**src/ecf_ram.sv**
```systemverilog
// ----------------------------------------------------------------------------
// ecf_ram: generic single-write, single-read RAM
// One write port, one read port with registered read data.
// ----------------------------------------------------------------------------
module ecf_ram #(
    parameter int WIDTH = 8,
    parameter int DEPTH = 16
)(
    input  logic                     clk,
    input  logic                     we,
    input  logic [$clog2(DEPTH)-1:0] waddr,
    input  logic [WIDTH-1:0]         wdata,
    input  logic                     re,
    input  logic [$clog2(DEPTH)-1:0] raddr,
    output logic [WIDTH-1:0]         rdata
);

    logic [WIDTH-1:0] mem [DEPTH];
    logic [WIDTH-1:0] rdata_reg;

    always_ff @(posedge clk)
    begin
        if (we)
        begin
            mem[waddr] <= wdata;
        end
        if (re)
        begin
            rdata_reg <= mem[raddr];
        end
    end

    assign rdata = rdata_reg;

endmodule

```
**config.mk**
```make
export PLATFORM = sky130hd
export DESIGN_NAME = ecf_ram
export DESIGN_NICKNAME = d
export VERILOG_FILES = /design/src/ecf_ram.sv
export SDC_FILE = /design/constraint.sdc
export NUM_CORES = 1
export LEC_CHECK = 0
export BUFFER_PORTS_ARGS = -buffer_cell sky130_fd_sc_hd__buf_2
export CORE_ASPECT_RATIO = 1.1
export CORE_MARGIN = 3
export CORE_UTILIZATION = 62
export DETAILED_ROUTE_END_ITERATION = 7
export PLACE_DENSITY = 0.81
export SYNTH_ARGS = -nofsm -noshare
export SYNTH_HDL_FRONTEND = slang
export SYNTH_SLANG_ARGS = --single-unit
export TNS_END_PERCENT = 10
```
**constraint.sdc**
```tcl
create_clock -name clk -period 3.2 [get_ports clk]
set_clock_uncertainty 0.1 [all_clocks]
set_input_delay 0.48 -clock clk [delete_from_list [all_inputs] [get_ports clk]]
set_output_delay 0.48 -clock clk [all_outputs]
set_load 0.005 [all_outputs]
```
Word level (Yosys, flattened, before mapping)
Memories as Yosys holds them, arrays and structs flattened. A register that Yosys moved wholly into a read port is not among the register bits.
Cells that the tools add are included.
Word-level totals
  memories: 1
  bits of input ports: 19
  register bits: 0
  RAM bits: 128
Cells by class
  muxes and demuxes: 2
Memories
  mem: depth 16, bits a word 8, read ports 1, clocked after memory_dff 1, wr ports 1, RTL line 18  | logic [WIDTH-1:0] mem [DEPTH];
Operators with widths (number)
  two-way mux 1 bit: 2

Depth between registers and ports, before layout
  word-level depth: 2
  depth in mapped cells: 5
  depth with buffers taken out: 3

Least setup slack after synthesis
Ideal clock, no wire load.
  path kind: input to register
  from: input port waddr[2]
  to: memory mem[0][0] (enable)
  buffers on the path: 0
  required time: 2717 ps
  library setup time: 383 ps
  arrival time: 1590 ps
  stages on the path: 2
  slack: 1127 ps
  cells stage by stage: or3b_2 nor3_1
RTL lines
  start: declaration: RTL line 11  | input logic [$clog2(DEPTH)-1:0] waddr,
  end: declaration: RTL line 18
No word-level cell before the write port.

==> flow_metrics.env <==
export IMPL_dr_pass1_iters=5
export IMPL_endpoint_kind="register"
export IMPL_cp_cell_sequence="buf_2 -> buf_12 -> mux4_1 -> a22oi_1 -> nand2_1"
export IMPL_fillCellCount=435
export IMPL_synth_ff_type="edfxtp_1"
export IMPL_gp_congestion=0.753
export IMPL_largest_register_ffs=128
export IMPL_row_count=34
export IMPL_syn_instance_count=229
export IMPL_path_class="in2reg"
export IMPL_worstSetupStartpointType="primary input"
export IMPL_die_w_um=93.6
export IMPL_die_area_um2=9570
export IMPL_ys_seq_area_frac=0.781
export IMPL_cp_slowest_cell="mux4_1"
export IMPL_cts_resized=0
export IMPL_routedWlPerCell_um=25.1
export IMPL_yosys_top_cells_area="edfxtp_1, mux4_2, mux4_1"
export IMPL_syn_nets=248
export IMPL_max_stage_delay_ps=600
export IMPL_io_buffer_count=26
export IMPL_hold_viol=0
export IMPL_grt_pass1_wl_um=15000
export IMPL_postCtsSetupRepairBufs=0
export IMPL_cts_tree="done"
export IMPL_area_delta_synth_final_pct=15.7
export IMPL_overflow=0
export IMPL_cts_hold_buf=0
export IMPL_crit_fanout=32
export IMPL_yosys_area_top_type="edfxtp_1"
export IMPL_clkLatencyLatePin_ps=520
export IMPL_hold_ws_ps=215
export IMPL_max_freq_mhz=569
export IMPL_clk_path_buf_depth=2
export IMPL_initial_core_util=0.650
export IMPL_grt_max_degree=33
export IMPL_drc=0
export IMPL_postRouteAntennaNets=0
export IMPL_relSlewSlack=0.323
export IMPL_drive_gt1_frac=0.285
export IMPL_power_density_nw_per_um2=671
export IMPL_routed_wl_um=9850
export IMPL_p_leak_uw=0.00203
export IMPL_rsz0062_at_grt="no"
export IMPL_ys_warn_count=0
export IMPL_worstMarginPinSlew_ps=1010
export IMPL_clkTransAtPathRegs_ps=60
export IMPL_antenna_diode_count=0
export IMPL_nets=290
export IMPL_drv_slew=0
export IMPL_die_h_um=102
export IMPL_synth_cell_area_um2=5230
export IMPL_cts_root_buf="clkbuf_8"
export IMPL_cts_inserted_buffers=17
export IMPL_cp_arrival_ps=1900
export IMPL_cts_sinks=136
export IMPL_cp_required_ps=3340
export IMPL_grtUsageTotal=0.231
export IMPL_antenna_found_initial=0
export IMPL_hold_path_class="in2reg"
export IMPL_fin_crit_sh=0.549
export IMPL_setup_viol=0
export IMPL_avgViaCountPerCell=6.35
export IMPL_synth_cell_types=18
export IMPL_place_hpwl_um=5670
export IMPL_syn_avg_cell_area_um2=22.8
export IMPL_ys_seq_elements=136
export IMPL_core_area_um2=8040
export IMPL_route_vias_total=2491
export IMPL_first_global_vias=2561
export IMPL_setup_tns_ps=0
export IMPL_drtIter0Drc=201
export IMPL_period_minus_slack_ps=1760
export IMPL_synthArstFlopShare=0
export IMPL_io_pins=27
export IMPL_netlist_area_leader_share=0.781
export IMPL_outcome="complete, no violations"
export IMPL_synth_edff_count=136
export IMPL_vdd_drop_max_mv=0.412
export IMPL_cap_viol_max_count=0
export IMPL_htreeDepth=4
[critical path: cells and delay by family]
family / cells / cell delay, ps
AOI/OAI and AO/OA: 1 / 330
muxes: 1 / 600
and+or+nand+nor: 1 / 130
buffers and inverters: 2 / 350
[logic make-up (layout without fill, tap and decap cells)]
kind of cell           Yosys count  count (layout)  share of synthesized area
and+or+nand+nor                 35              35                     0.0314
buffers and inverters           10              65                     0.0165
DFF                            136             136                      0.781
muxes                           32              32                      0.148
AOI/OAI and AO/OA               16              16                     0.0230
[through the flow]
step | util | worst slack (ps) | total power (µW) | instance area, µm² | instances
floorplan | - | 1130 | 2150 | 5230 | 229
global placement | 0.681 | 925 | 2220 | 5470 | 360
detailed placement | 0.681 | 934 | 2230 | 5470 | 360
CTS | 0.752 | 1470 | 4080 | 6050 | 392
global route | 0.752 | 1410 | 4180 | 6050 | 392
finish | 0.752 | 1440 | 4060 | 6050 | 392
[power breakdown]
group          switching, µW  internal, µW  total [µW]  leakage, µW
Combinational            104          73.1         177     0.000514
Sequential              10.2          2010        2020      0.00124
Clock                    687          1180        1870     0.000279
Total                    801          3260        4060      0.00203
[metal layers]
metal	part of all wire	up-vias	wire length, µm	track usage
met5	0	-	0	0
met4	0.019	0	185	0.0967
met3	0.065	14	642	0.0538
met2	0.52	119	5130	0.372
met1	0.39	1292	3890	0.310
li1	-	1066	-	-
[layout by cell type (no fill, tap or decap), types with 2 or more instances in the layout]
| cell type | count |
|---|---|
| a22oi_1 | 16 |
| buf_2 | 26 |
| buf_4 | 6 |
| bufinv_16 | 3 |
| clkbuf_1 | 2 |
| clkbuf_16 | 16 |
| clkinv_2 | 4 |
| clkinv_4 | 3 |
| clkinvlp_4 | 2 |
| edfxtp_1 | 136 |
| mux4_1 | 14 |
| mux4_2 | 18 |
| nand2_1 | 9 |
| nand2b_1 | 2 |
| nand3b_1 | 2 |
| nor2_1 | 13 |
| nor3_1 | 4 |
[cell type report]
cell class,count,area [µm²],share of cell area
Sequential cell,136,4080,0.675
Multi-Input combinational cell,83,1060,0.175
Clock buffer,19,422,0.0697
Timing Repair Buffer,33,195,0.0323
Clock inverter,13,155,0.0257
Tap cell,108,135,0.0223
[synth_stat cells (all sizes together), types with 2 or more instances]
cell           count
clkdlybuf4s25      3
nor3               4
mux4              32
a22oi             16
nor2              13
edfxtp           136
buf                7
nand2b             2
nand2              9
nand3b             2
[final timing paths]
| path | startpoint | endpoint | slack (ps) | cells after the start |
|---|---|---|---|---|
| setup / recovery | raddr[0] | rdata[3]$_DFFE_PP_ | 1440 | 5 |
| hold / removal | re | rdata[1]$_DFFE_PP_ | 210 | 1 |
| setup reg to reg | mem[10][3]$_DFFE_PP_ | rdata[3]$_DFFE_PP_ | 1490 | 3 |
| hold reg to reg | mem[11][5]$_DFFE_PP_ | rdata[5]$_DFFE_PP_ | 670 | 3 |
Note: power is estimated with default switching activity, not from simulation.
