$ cat src/ecf_pkg.sv
// ----------------------------------------------------------------------------
// ecf_pkg: shared types and constants for elevation cell fusion
// Cell record, pipeline payloads, action codes and register indexes.
// ----------------------------------------------------------------------------
package ecf_pkg;

    localparam int GRID_WIDTH_DEF  = 256;
    localparam int GRID_HEIGHT_DEF = 256;
    localparam int MAX_DEPTH       = 65536;
    localparam int IDX_W           = 16;
    localparam int QUO_W           = 32;
    localparam int DEN_W           = 17;
    localparam int TRACK_STAGES    = 2 * QUO_W + 5;

    localparam logic [31:0] THRESH_RESET = 32'd10000;
    localparam logic        SWAP_RESET   = 1'b1;

    localparam int RANGE_NEAR = -4;
    localparam int RANGE_FAR  = 4;
    localparam int FLAT_JUMP  = 100;

    typedef enum logic [2:0] {
        ACT_SKIP    = 3'd0,
        ACT_INIT    = 3'd1,
        ACT_REPLACE = 3'd2,
        ACT_RESTORE = 3'd3,
        ACT_MERGE   = 3'd4
    } action_t;

    typedef enum logic {
        CFG_THRESHOLD = 1'b0,
        CFG_SWAP      = 1'b1
    } cfg_index_t;

    typedef struct packed {
        logic        [15:0] n;
        logic signed [23:0] zmax;
        logic signed [23:0] zmin;
        logic signed [23:0] zmean;
        logic        [31:0] zvar;
        logic        [31:0] stamp;
        logic        [31:0] range;
    } cell_t;

    typedef struct packed {
        logic              grid;
        logic              last;
        logic [IDX_W-1:0]  idx;
        cell_t             rec;
    } item_t;

    typedef struct packed {
        cell_t             res;
        action_t           act;
        logic [IDX_W-1:0]  idx;
        logic              last;
        logic              merged;
        logic              vsat;
    } tail_t;

endpackage

$ cat src/ecf_track.sv
// ----------------------------------------------------------------------------
// ecf_track: in-flight cell index tracker
// Shadow of the pipeline; flags a new index that is still being updated.
// ----------------------------------------------------------------------------
module ecf_track
    import ecf_pkg::*;
#(
    parameter int STAGES = TRACK_STAGES
)(
    input  logic             clk,
    input  logic             rst_n,
    input  logic             en,
    input  logic             push,
    input  logic [IDX_W-1:0] push_idx,
    input  logic [IDX_W-1:0] probe_idx,
    output logic             hit
);

    logic [STAGES-1:0] valid_reg;
    logic [IDX_W-1:0]  idx_reg [STAGES];

    always_ff @(posedge clk or negedge rst_n)
    begin
        if (!rst_n)
        begin
            valid_reg <= '0;
        end
        else if (en)
        begin
            valid_reg <= {valid_reg[STAGES-2:0], push};
        end
    end

    always_ff @(posedge clk)
    begin
        if (en)
        begin
            idx_reg[0] <= push_idx;
            for (int k = 1; k < STAGES; k++)
            begin
                idx_reg[k] <= idx_reg[k-1];
            end
        end
    end

    always_comb
    begin
        hit = 1'b0;
        for (int k = 0; k < STAGES; k++)
        begin
            if (valid_reg[k] && (idx_reg[k] == probe_idx))
            begin
                hit = 1'b1;
            end
        end
    end

endmodule

$ cat config.mk
export PLATFORM = sky130hd
export DESIGN_NAME = ecf_track
export DESIGN_NICKNAME = d
export VERILOG_FILES = /design/src/ecf_pkg.sv /design/src/ecf_track.sv
export SDC_FILE = /design/constraint.sdc
export NUM_CORES = 1
export LEC_CHECK = 0
export BUFFER_PORTS_ARGS = -buffer_cell sky130_fd_sc_hd__buf_2
export CAP_MARGIN = 20
export CORE_MARGIN = 5
export CORE_UTILIZATION = 50
export DETAILED_ROUTE_END_ITERATION = 8
export GPL_ROUTABILITY_DRIVEN = 0
export PLACE_DENSITY = 0.74
export SLEW_MARGIN = 20
export SYNTH_ARGS = -nofsm -noshare
export SYNTH_HDL_FRONTEND = slang
export SYNTH_SLANG_ARGS = --single-unit
export TNS_END_PERCENT = 100
$ cat constraint.sdc
create_clock -name clk -period 1.5 [get_ports clk]
set_input_delay 0.075 -clock clk [delete_from_list [all_inputs] [get_ports clk]]
set_output_delay 0.075 -clock clk [all_outputs]
set_load 0.02 [all_outputs]
-- Yosys cells after proc, flatten, opt, wreduce, memory -nomap -nowiden
Memory sizes are Yosys's and may differ from the RTL's.
Index checks and enable logic that the tools add are counted.
- reductions and logical operators: 69
- equal/unequal tests: 69
- multiplexer cells: 71
- operator list (operator ; number):
    == test 16 bit ; 69
    two-way mux 1 bit ; 71
    logical AND 1 bit ; 69
- bits in writable memories: 1104
- memories: 1
- input bits: 36
- output and inout bits: 1
- flip-flop bits (word level): 69
- memories (name ; depth ; bits a word ; read ports ; clocked after memory_dff ; write ports ; line ; source):
    idx_reg ; 69 ; 16 ; 69 ; 0 ; 69 ; ecf_track.sv:20 ; logic [IDX_W-1:0] idx_reg [STAGES];

-- Logic depth before layout (Yosys ltp)
- word-level depth: 71
- gate-level depth with buffers: 10
- gate-level depth less buffers: 8

-- Least setup slack after synthesis
OpenSTA, ideal clock, no wires.
- path kind: register -> output
- from: memory idx_reg[30][9], in the netlist idx_reg[3][105]
- to: output port hit
- required time: 1425 ps
- slack: -144 ps
- cell stages (with the launch flop): 9
- data arrival time: 1569 ps
- cells stage by stage: edfxtp_1 -> xor2_1 -> nor4_1 -> nand3_1 -> nor4_1 -> nor4_1 -> nand4_1 -> nor4_1 -> nand4bb_1
- RTL lines (what ; line ; source):
    from (decl) ; ecf_track.sv:20 ;
    to (decl) ; ecf_track.sv:16 ; output logic hit

==> results.py <==
metrics = {
    "logic_synthesis": {
        "synth.most_common_cell": "edfxtp_1",
        "ys_seq_elements": 1173,
        "synth_commonest_cells": "1104 x edfxtp_1, 984 x xnor2_1, 213 x nand4_1",
        "synth_top_area_share_pct": 67.5,
        "synth.avg_cell_area_um2": 16.9,
        "netlist_instances": 2910,
        "synth_edf_count": 1104,
        "yosysTopAreaCell": "edfxtp_1",
        "ys_warn_count": 0,
        "synth.area.top_cells": "edfxtp_1 68%, xnor2_1 18%, dfrtp_1 3.5%",
        "synth_ff_type": "edfxtp_1",
        "synth.cell_area_um2": 49100,
        "async_flop_share_pct": 5.88,
        "ys_types": 17,
        "yosysSeqAreaShare_pct": 71.0,
        "synth_fp_nets": 2946,
    },
    "routing": {
        "dr_wl_met3_um": 10400,
        "drc": 0,
        "wire_per_inst_um": 24.3,
        "first_pass_iters": 5,
        "viasPerCell": 5.51,
        "highest_layer": "met5",
        "postRouteAntennaNets": 0,
        "routed_wl_um": 132000,
        "drtIter0Drc": 3516,
        "wl_met1_um": 51200,
        "wl_met2_um": 64700,
        "vias": 29800,
    },
    "setup_path": {
        "startpoint_type": "flop",
        "cp_max_fo": 2,
        "crit_arrival_ns": 3.11,
        "end_kind": "output pin",
        "worstSetupPathType": "flop to output pin",
        "required_ns": 1.42,
    },
    "timing": {
        "hold_violations": 0,
        "skew_ns": 0.0301,
        "slew_headroom_pct": 49.4,
        "fin_crit_sh_pct": 212,
        "slew_viol_final": 0,
        "period_needed_ns": 3.18,
        "tightest_slew_ns": 0.752,
        "fmax_mhz": 314,
        "fin_setup_tns_ns": -1.68,
        "rsz0062_at_grt": "true",
        "worst_slack_ns": -1.68,
        "setup-violations-final": 1,
    },
    "flow_run": {
        "cap_violations": 0,
    },
    "floorplan": {
        "start_util_pct": 50.1,
        "die_x_um": 323,
        "die-height_um": 323,
        "io_pins": 37,
        "rows": 115,
        "coreArea_um2": 98000,
        "dieArea_um2": 105000,
    },
    "clock_tree": {
        "clk_pin_slew_ns": 0.07,
        "clkLatencyLatePin_ns": 0.71,
        "clkSinkCount": 1173,
        "cts-root-buf": "clkbuf_16",
        "cts_made_buffers": 115,
        "tritoncts": "built",
        "h-tree-depth": 3,
        "clockBufferDepth": 3,
    },
    "placement": {
        "placed_cells": 5165,
        "dp_hpwl_um": 92400,
        "io_buffers": 36,
        "place_area_um2": 58900,
    },
    "hold_path": {
        "hold_class": "primary input to asynchronous set/reset pin",
    },
    "pwr": {
        "pwr_density_cell_nw_per_um2": 1240,
        "total_power_mw": 78.2,
        "vdd_drop_max_v": 0.00109,
        "cellLeakagePower_nw": 22.7,
    },
    "cells_and_area": {
        "largest_register_ffs": 1104,
        "finalNonFillerCells": 5411,
        "synthToLayoutAreaGrowth_pct": 28.9,
        "nets": 4057,
        "fin_util_pct": 64.6,
        "drive_above_1_share_pct": 33.6,
        "fin_area_um2": 63300,
    },
    "run_status": {
        "violations": "setup timing",
        "run_status": "finished with violations",
    },
    "global_route": {
        "grt_overflow": 0,
        "grt_first_pass_wirelength_um": 197000,
        "grt_pass1_vias": 31500,
        "antenna_found_initial": 3,
        "grt_max_degree": 75,
        "grt_use_total_pct": 25.1,
    },
}
-- metrics by stage --
step                      setup WS [ns]  hold WS (ns)
after floorplan                 -0.0487        -0.221
after global placement            -1.40       0.00610
after detailed placement          -1.40        0.0177
after CTS                         -1.73        0.0408
after global routing              -1.76        0.0743
final                             -1.68        0.0501
-- path summary, 6_finish.rpt --
| kind | from | endpoint | slack, ns | depth (start not counted) |
|---|---|---|---|---|
| min in group clk | push_idx[9] | idx_reg[0][9] | 0.08 | 2 |
| max in group asynchronous | rst_n | valid_reg[25] | 0.50 | 4 |
| max reg2reg | valid_reg[1] | valid_reg[2] | 0.47 | 2 |
| min | rst_n | valid_reg[7] | 0.05 | 3 |
| min reg2reg | idx_reg[5][76] | idx_reg[5][92] | 0.45 | 0 |
| max | idx_reg[1][58] | hit | -1.68 | 9 |
-- per-layer routing --
layer | track usage (%) | vias to the layer above
li1 | - | 12900
met1 | 33.1 | 15100
met2 | 42.5 | 1466
met3 | 3.87 | 322
met4 | 9.17 | 4
met5 | 0 | -
-- layout by cell type (no fill, tap or decap), types with 13 or more instances in the layout --
| cell | count |
|---|---|
| clkbuf_1 | 20 |
| nand2_1 | 26 |
| xor2_1 | 119 |
| nor4_2 | 20 |
| clkinv_1 | 18 |
| nor4_1 | 79 |
| buf_12 | 96 |
| nand4_1 | 213 |
| nand3_1 | 60 |
| xnor2_1 | 984 |
| dfrtp_1 | 69 |
| edfxtp_1 | 1104 |
| dlygate4sd3_1 | 20 |
| clkbuf_16 | 118 |
| bufinv_16 | 13 |
| buf_4 | 994 |
| mux2_2 | 69 |
| clkinv_2 | 24 |
| buf_2 | 18 |
| a31oi_1 | 24 |
-- power by group --
| part | switching, mW | internal (mW) |
|---|---|---|
| registers | 1.60 | 38.2 |
| clock network | 12.7 | 17.1 |
| logic | 4.00 | 4.59 |
| total | 18.3 | 59.9 |
-- kinds of logic (layout without fill, tap and decap cells) --
group | count (synthesis) | after routing | synth area share [%]
flops | 1173 | 1173 | 71.0
xor+xnor | 1104 | 1104 | 19.7
simple gates | 402 | 402 | 4.85
buf+inv | 136 | 1349 | 2.52
mux | 69 | 69 | 1.58
compound gates | 26 | 26 | 0.331
other cells | 0 | 1 | 0
-- final cells by class --
| cell class | count | area [um2] |
|---|---|---|
| Fill cell | 6427 | 34700 |
| Clock inverter | 72 | 744 |
| Timing Repair Buffer | 1130 | 9700 |
| Sequential cell | 1173 | 34900 |
| Antenna cell | 1 | 2.50 |
| Clock buffer | 147 | 3150 |
| Tap cell | 1287 | 1610 |
| Multi-Input combinational cell | 1601 | 13200 |
-- what timing repair did --
action | 4_1_cts | 5_1_grt
hold endpoints to repair | 178 | 0
resized for setup | 21 | 9
buffers inserted | 4 | 1
hold buffers | 22 | 0
endpoints found under the setup margin | 1 | 2
pin swaps | 6 | 0
-- critical path: stages, from the launching register on --
cell and delay, ns:
edfxtp_1 0.47, xnor2_1 0.19, nand4_1 0.14, nor4_1 0.08, buf_4 0.14, a31oi_1 0.37, nand4_1 0.21, nor4_2 0.34
nand4bb_2 0.26, buf_6 0.21
(Power assumes the default switching activity.)
