**config.mk**
```make
export PLATFORM = sky130hd
export DESIGN_NAME = ecf_div
export DESIGN_NICKNAME = d
export VERILOG_FILES = /design/src/ecf_pkg.sv /design/src/ecf_div.sv
export SDC_FILE = /design/constraint.sdc
export NUM_CORES = 2
export LEC_CHECK = 0
export BUFFER_PORTS_ARGS = -buffer_cell sky130_fd_sc_hd__buf_2
export CAP_MARGIN = 20
export CORE_ASPECT_RATIO = 1.25
export CORE_MARGIN = 3
export CORE_UTILIZATION = 59
export DETAILED_ROUTE_END_ITERATION = 16
export GPL_TIMING_DRIVEN = 1
export HOLD_SLACK_MARGIN = 0.06
export MAX_ROUTING_LAYER = met4
export PLACE_DENSITY = 0.75
export SLEW_MARGIN = 5
export SYNTH_ARGS = -nofsm -noshare
export SYNTH_HDL_FRONTEND = slang
export SYNTH_SLANG_ARGS = --single-unit
```
**constraint.sdc**
```tcl
create_clock -name clk -period 4.7 [get_ports clk]
set_input_delay 0.235 -clock clk [delete_from_list [all_inputs] [get_ports clk]]
set_output_delay 0.235 -clock clk [all_outputs]
set_load 0.005 [all_outputs]
```
**src/ecf_pkg.sv**
```systemverilog
// ----------------------------------------------------------------------------
// ecf_pkg: shared types and constants for elevation cell fusion
// Cell record, pipeline payloads, action codes and register indexes.
// ----------------------------------------------------------------------------
package ecf_pkg;

    localparam int GRID_WIDTH_DEF  = 256;
    localparam int GRID_HEIGHT_DEF = 256;
    localparam int MAX_DEPTH       = 65536;
    localparam int IDX_W           = 16;
    localparam int QUO_W           = 32;
    localparam int DEN_W           = 17;
    localparam int TRACK_STAGES    = 2 * QUO_W + 5;

    localparam logic [31:0] THRESH_RESET = 32'd10000;
    localparam logic        SWAP_RESET   = 1'b1;

    localparam int RANGE_NEAR = -4;
    localparam int RANGE_FAR  = 4;
    localparam int FLAT_JUMP  = 100;

    typedef enum logic [2:0] {
        ACT_SKIP    = 3'd0,
        ACT_INIT    = 3'd1,
        ACT_REPLACE = 3'd2,
        ACT_RESTORE = 3'd3,
        ACT_MERGE   = 3'd4
    } action_t;

    typedef enum logic {
        CFG_THRESHOLD = 1'b0,
        CFG_SWAP      = 1'b1
    } cfg_index_t;

    typedef struct packed {
        logic        [15:0] n;
        logic signed [23:0] zmax;
        logic signed [23:0] zmin;
        logic signed [23:0] zmean;
        logic        [31:0] zvar;
        logic        [31:0] stamp;
        logic        [31:0] range;
    } cell_t;

    typedef struct packed {
        logic              grid;
        logic              last;
        logic [IDX_W-1:0]  idx;
        cell_t             rec;
    } item_t;

    typedef struct packed {
        cell_t             res;
        action_t           act;
        logic [IDX_W-1:0]  idx;
        logic              last;
        logic              merged;
        logic              vsat;
    } tail_t;

endpackage

```
**src/ecf_div.sv**
```systemverilog
// ----------------------------------------------------------------------------
// ecf_div: pipelined restoring divider
// One quotient bit per stage; the high dividend part must be below the divisor.
// ----------------------------------------------------------------------------
module ecf_div
    import ecf_pkg::*;
#(
    parameter int QW = QUO_W,
    parameter int DW = DEN_W,
    parameter int PW = 1
)(
    input  logic          clk,
    input  logic          rst_n,
    input  logic          en,
    input  logic          in_valid,
    input  logic [DW-1:0] in_hi,
    input  logic [QW-1:0] in_lo,
    input  logic [DW-1:0] in_den,
    input  logic [PW-1:0] in_pay,
    output logic          out_valid,
    output logic [QW-1:0] out_quo,
    output logic [DW-1:0] out_rem,
    output logic [PW-1:0] out_pay
);

    logic [QW-1:0] valid_reg;
    logic [DW-1:0] rem_reg [QW];
    logic [QW-1:0] sh_reg  [QW];
    logic [DW-1:0] den_reg [QW];
    logic [PW-1:0] pay_reg [QW];

    for (genvar k = 0; k < QW; k++)
    begin : g_stage
        logic          valid_in;
        logic [DW-1:0] rem_in;
        logic [QW-1:0] sh_in;
        logic [DW-1:0] den_in;
        logic [PW-1:0] pay_in;
        logic [DW:0]   trial;
        logic [DW:0]   diff;
        logic          ge;
        logic [DW-1:0] rem_next;
        logic [QW-1:0] sh_next;

        if (k == 0)
        begin : g_first
            assign valid_in = in_valid;
            assign rem_in   = in_hi;
            assign sh_in    = in_lo;
            assign den_in   = in_den;
            assign pay_in   = in_pay;
        end
        else
        begin : g_rest
            assign valid_in = valid_reg[k-1];
            assign rem_in   = rem_reg[k-1];
            assign sh_in    = sh_reg[k-1];
            assign den_in   = den_reg[k-1];
            assign pay_in   = pay_reg[k-1];
        end

        assign trial    = {rem_in, sh_in[QW-1]};
        assign diff     = trial - {1'b0, den_in};
        assign ge       = (trial >= {1'b0, den_in});
        assign rem_next = ge ? diff[DW-1:0] : trial[DW-1:0];
        assign sh_next  = {sh_in[QW-2:0], ge};

        always_ff @(posedge clk or negedge rst_n)
        begin
            if (!rst_n)
            begin
                valid_reg[k] <= 1'b0;
            end
            else if (en)
            begin
                valid_reg[k] <= valid_in;
            end
        end

        always_ff @(posedge clk)
        begin
            if (en)
            begin
                rem_reg[k] <= rem_next;
                sh_reg[k]  <= sh_next;
                den_reg[k] <= den_in;
                pay_reg[k] <= pay_in;
            end
        end
    end

    assign out_valid = valid_reg[QW-1];
    assign out_quo   = sh_reg[QW-1];
    assign out_rem   = rem_reg[QW-1];
    assign out_pay   = pay_reg[QW-1];

endmodule

```
# Word level (Yosys, flattened, before mapping)
# Memories as Yosys holds them, arrays and structs flattened.
# Cells that the tools add are included.
[classes]
n_addsub = 32
order_cmp = 32
n_mux = 34
[ops]
columns = ["operator", "count"]
rows = [
  ["$ge A18 B17 Y1", 32],
  ["$mux W17", 32],
  ["$sub A17 B17 Y17", 32],
  ["$mux W1", 2],
]
[totals]
ff_bits = 32
ramBits = 2144
inputBits = 71
out_inout_bits = 51
word_cells = 134
memories = 4
[mem_list]
columns = ["memory", "depth", "width", "read_ports", "rd_clocked_by_memory_dff", "wr", "line_no", "rtl"]
rows = [
  ["sh_reg", 32, 32, 32, 0, 32, "ecf_div.sv:28", "logic [QW-1:0] sh_reg [QW];"],
  ["den_reg", 32, 17, 31, 0, 32, "ecf_div.sv:29", "logic [DW-1:0] den_reg [QW];"],
  ["rem_reg", 32, 17, 32, 0, 32, "ecf_div.sv:27", "logic [DW-1:0] rem_reg [QW];"],
  ["pay_reg", 32, 1, 32, 0, 32, "ecf_div.sv:30", "logic [PW-1:0] pay_reg [QW];"],
]

# Depth between registers and ports, before layout
[depth]
word_depth = 2
mapped_depth = 14
ltp_nobuf = 12

# Worst setup path before layout
# OpenSTA, ideal clock, no wires.
[synth_path]
kind = "register to register"
from = "memory sh_reg[2][159] (netlist name)"
to = "memory rem_reg[1][100] (netlist name), data pin"
setup_ns = 0.260
arrival_ns = 3.126
t_required_ns = 4.440
slack_ns = 1.314
stages_incl_launch_ff = 14
n_path_buf = 1
synth_period_minus_slack_ns = 3.386
cell_sequence = "edfxtp_1 -> inv_1 -> ha_1 -> inv_1 -> fa_1 -> a211oi_1 -> o21bai_1 -> a31oi_2 -> o21ai_2 -> o211ai_2 -> a21oi_2 -> a2111oi_4 -> buf_6 -> mux2_4"
[synth_lines]
columns = ["item", "line_no"]
rows = [
  ["start, declared", "ecf_div.sv:28"],
  ["end, declared", "ecf_div.sv:27"],
]

==> flow_summary.toml <==
[outcome]
outcome = "finished clean"

[logic_synthesis]
yosysTopAreaCell = "edfxtp_1"
synthesis.area_um2 = 97400
syn_inst = 7032
yosysUniqueCellTypes = 87
yosysTopAreaCellShare_pct = 65.58
synth_top_flop_cell = "edfxtp_1"
ys.warnings.count = 0
yosysSeqAreaShare_pct = 66.40
syn_area_per_cell_um2 = 13.85
async_flop_share_pct = 1.482
synth_area_leaders = "edfxtp_1 (66%), ha_1 (7.0%), mux2_2 (2.7%)"
ys_ff_latch = 2159
synth_edf_count = 2127
synth_nets = 7679

[grt]
antenna_found_initial = 5
grt_pass1_wl_mm = 294.0
track_usage_pct = 22.56
grt_pass1_vias = 56118
overflow = 0
grt_max_degree = 172

[clock_tree]
cts_root_buffer = "clkbuf_16"
htreeDepth = 4
path_clk_slew_ns = 0.06
clockBufferDepth = 3
clock_latency_ns = 0.85
cts_buffers = 203
cts_resized = 0
cts_tree = "built"
cts_num_sinks = 2159
cts_setup_buffers = 0
cts_hold_buffers = 96

[critical_path]
arrival_ns = 4.47
r2r-end = "rem_reg[1][103]"
reg2reg_slack_ns = 0.81
crit_type = "reg -> reg"
rr_worst_depth = 11
end_kind = "flop"
rr_startpoint = "sh_reg[2][191]"
required_ns = 5.28
path_max_fanout = 30
start_kind = "flop"

[die]
start_util_pct = 59.44
die_h_um = 460.3
rows = 166
core_area_um2 = 163900
ios = 122
dieArea_um2 = 170000
die_w_um = 369.4

[sta]
max_slew_margin_pct = 27.41
tightest_slew_ns = 1.089
fin_tns_setup_ns = 0
hold_ws_ns = 0.1244
finalSetupViolCount = 0
rsz0062_at_grt = "no"
fin_crit_ns = 3.888
fin_crit_sh_pct = 82.73
final-hold-violation-count = 0
final.setup.worst_slack_ns = 0.8119
slew_viol_final = 0
clock.fmax_ghz = 0.2572
skew_ns = 0.03225

[pwr]
leakage_nw = 42.16
total_power_mw = 70.19
p_per_area_nw_per_um2 = 644.1
peakVddDrop_mv = 0.4473

[layout]
drive_above_1_share_pct = 10.43
fill_cells = 11556
fin_util_pct = 66.49
multi_input_area_um2 = 29790
finalNonFillerCells = 9790
largest_reg_flops = 1024
syn_to_final_growth_pct = 11.87
seq_area_um2 = 64670
finalNetCount = 8080
finalInstanceArea_um2 = 109000

[detailed_routing]
routedWlPerCell_um = 18.90
drtAntennaViolNets = 0
firstDrtPassIters = 8
drt_wl_total_mm = 185.0
num_vias = 55129
drtIter0Drc = 3513
drc_errors = 0
viasPerCell = 5.631

[place]
hpwl_mm = 131.7
placed_area_um2 = 101300
globalplace.congestion = 0.9140
dp_slack_ns = 0.8337
place_inst = 9314
place.port_buffers = 121

[worst_hold_path]
worstHoldEndpoint = "sh_reg[0][28]"
holdPathStages = 2
hold_path.class = "in -> reg"
worstHoldStart = "in_lo[27]"

[run]
cap_viol_max_count = 0
## power by group
part | switching [mW] | internal (mW)
clock network | 7.10 | 9.17
logic | 13.8 | 11.2
registers | 2.29 | 26.6
## cell usage after synthesis (all sizes together), types with 7 or more instances
cell type	count
a21oi	425
and2	12
nand3	67
nor2b	73
nand4	71
a2111oi	16
xnor2	259
nor4	23
o211ai	20
a31o	7
o21bai	60
a211oi	80
xor2	160
o31a	24
nand2	463
dfrtp	32
edfxtp	2127
a31oi	42
mux2i	18
fa	32
a21boi	11
nor2	294
or3	16
inv	693
o41ai	7
clkbuf	85
o21ai	511
o22ai	10
a41oi	9
nand2b	53
and3	20
a211o	35
mux2	242
nand3b	10
ha	544
nor3	60
a221oi	16
a21o	180
buf	23
a311oi	9
o31ai	33
o21a	75
## worst max path at each step
stage	from	end	slack [ns]	depth (start not counted)
after global routing	sh_reg[3][127]	rem_reg[1][217]	0.53	13
after global placement	sh_reg[1][159]	rem_reg[0][228]	0.88	13
final	sh_reg[2][191]	rem_reg[1][103]	0.81	11
after floorplan	sh_reg[2][159]	rem_reg[1][100]	1.31	13
after CTS	sh_reg[1][159]	rem_reg[0][228]	0.80	13
after detailed placement	sh_reg[1][159]	rem_reg[0][228]	0.83	13
## layout by cell type, fill, tap and decap left out, drive strengths merged, types with 20 or more instances in the layout
cell / count
edfxtp: 2127
inv: 702
ha: 544
o21ai: 511
nand2: 463
a21oi: 425
nor2: 294
xnor2: 259
clkbuf: 244
mux2: 242
buf: 209
a21o: 180
xor2: 160
dlygate4sd3: 95
clkinv: 93
a211oi: 80
o21a: 75
nor2b: 73
nand4: 71
nand3: 67
nor3: 60
o21bai: 60
nand2b: 53
a31oi: 42
a211o: 35
o31ai: 33
fa: 32
dfrtp: 32
o31a: 24
nor4: 23
and3: 20
o211ai: 20
## area by class of cell
| class | count | area share [%] |
|---|---|---|
| Tap cell | 2184 | 2.508 |
| Clock buffer | 244 | 4.870 |
| Sequential cell | 2159 | 59.35 |
| Inverter | 693 | 2.387 |
| Timing Repair Buffer | 304 | 2.247 |
| Antenna cell | 4 | 0.009186 |
| Multi-Input combinational cell | 4072 | 27.34 |
| Clock inverter | 130 | 1.290 |
## metal layers
layer / vias to the layer above / GRT usage [%] / part of all wire (%)
met5: - / - / 0
met4: 0 / 9.477 / 4.1
met3: 453 / 2.904 / 2.8
met2: 989 / 42.15 / 56
met1: 26708 / 23.82 / 37
li1: 26979 / - / -
## kinds of logic (layout without fill, tap and decap cells)
kind of cell | after synthesis | in the layout | synth area share (%)
DFF | 2159 | 2159 | 66.40
AOI/OAI and AO/OA | 1624 | 1624 | 10.41
and+or+nand+nor | 1193 | 1193 | 5.633
buffers and inverters | 801 | 1371 | 3.132
adders and majority gates | 576 | 576 | 7.646
xor gates and xnor gates | 419 | 419 | 3.768
muxes | 260 | 260 | 3.014
other | 0 | 4 | 0
## worst max-delay path, stage by stage (launching register included)
cell and delay, ns:
edfxtp_1 0.39, inv_1 0.07, ha_1 0.17, inv_1 0.06, fa_1 0.41, a211oi_1 0.39, o211ai_1 0.21, a221o_1 0.39
o211ai_1 0.21, a21oi_1 0.09, a2111o_1 0.78, mux2_2 0.42
(Power assumes the default switching activity.)
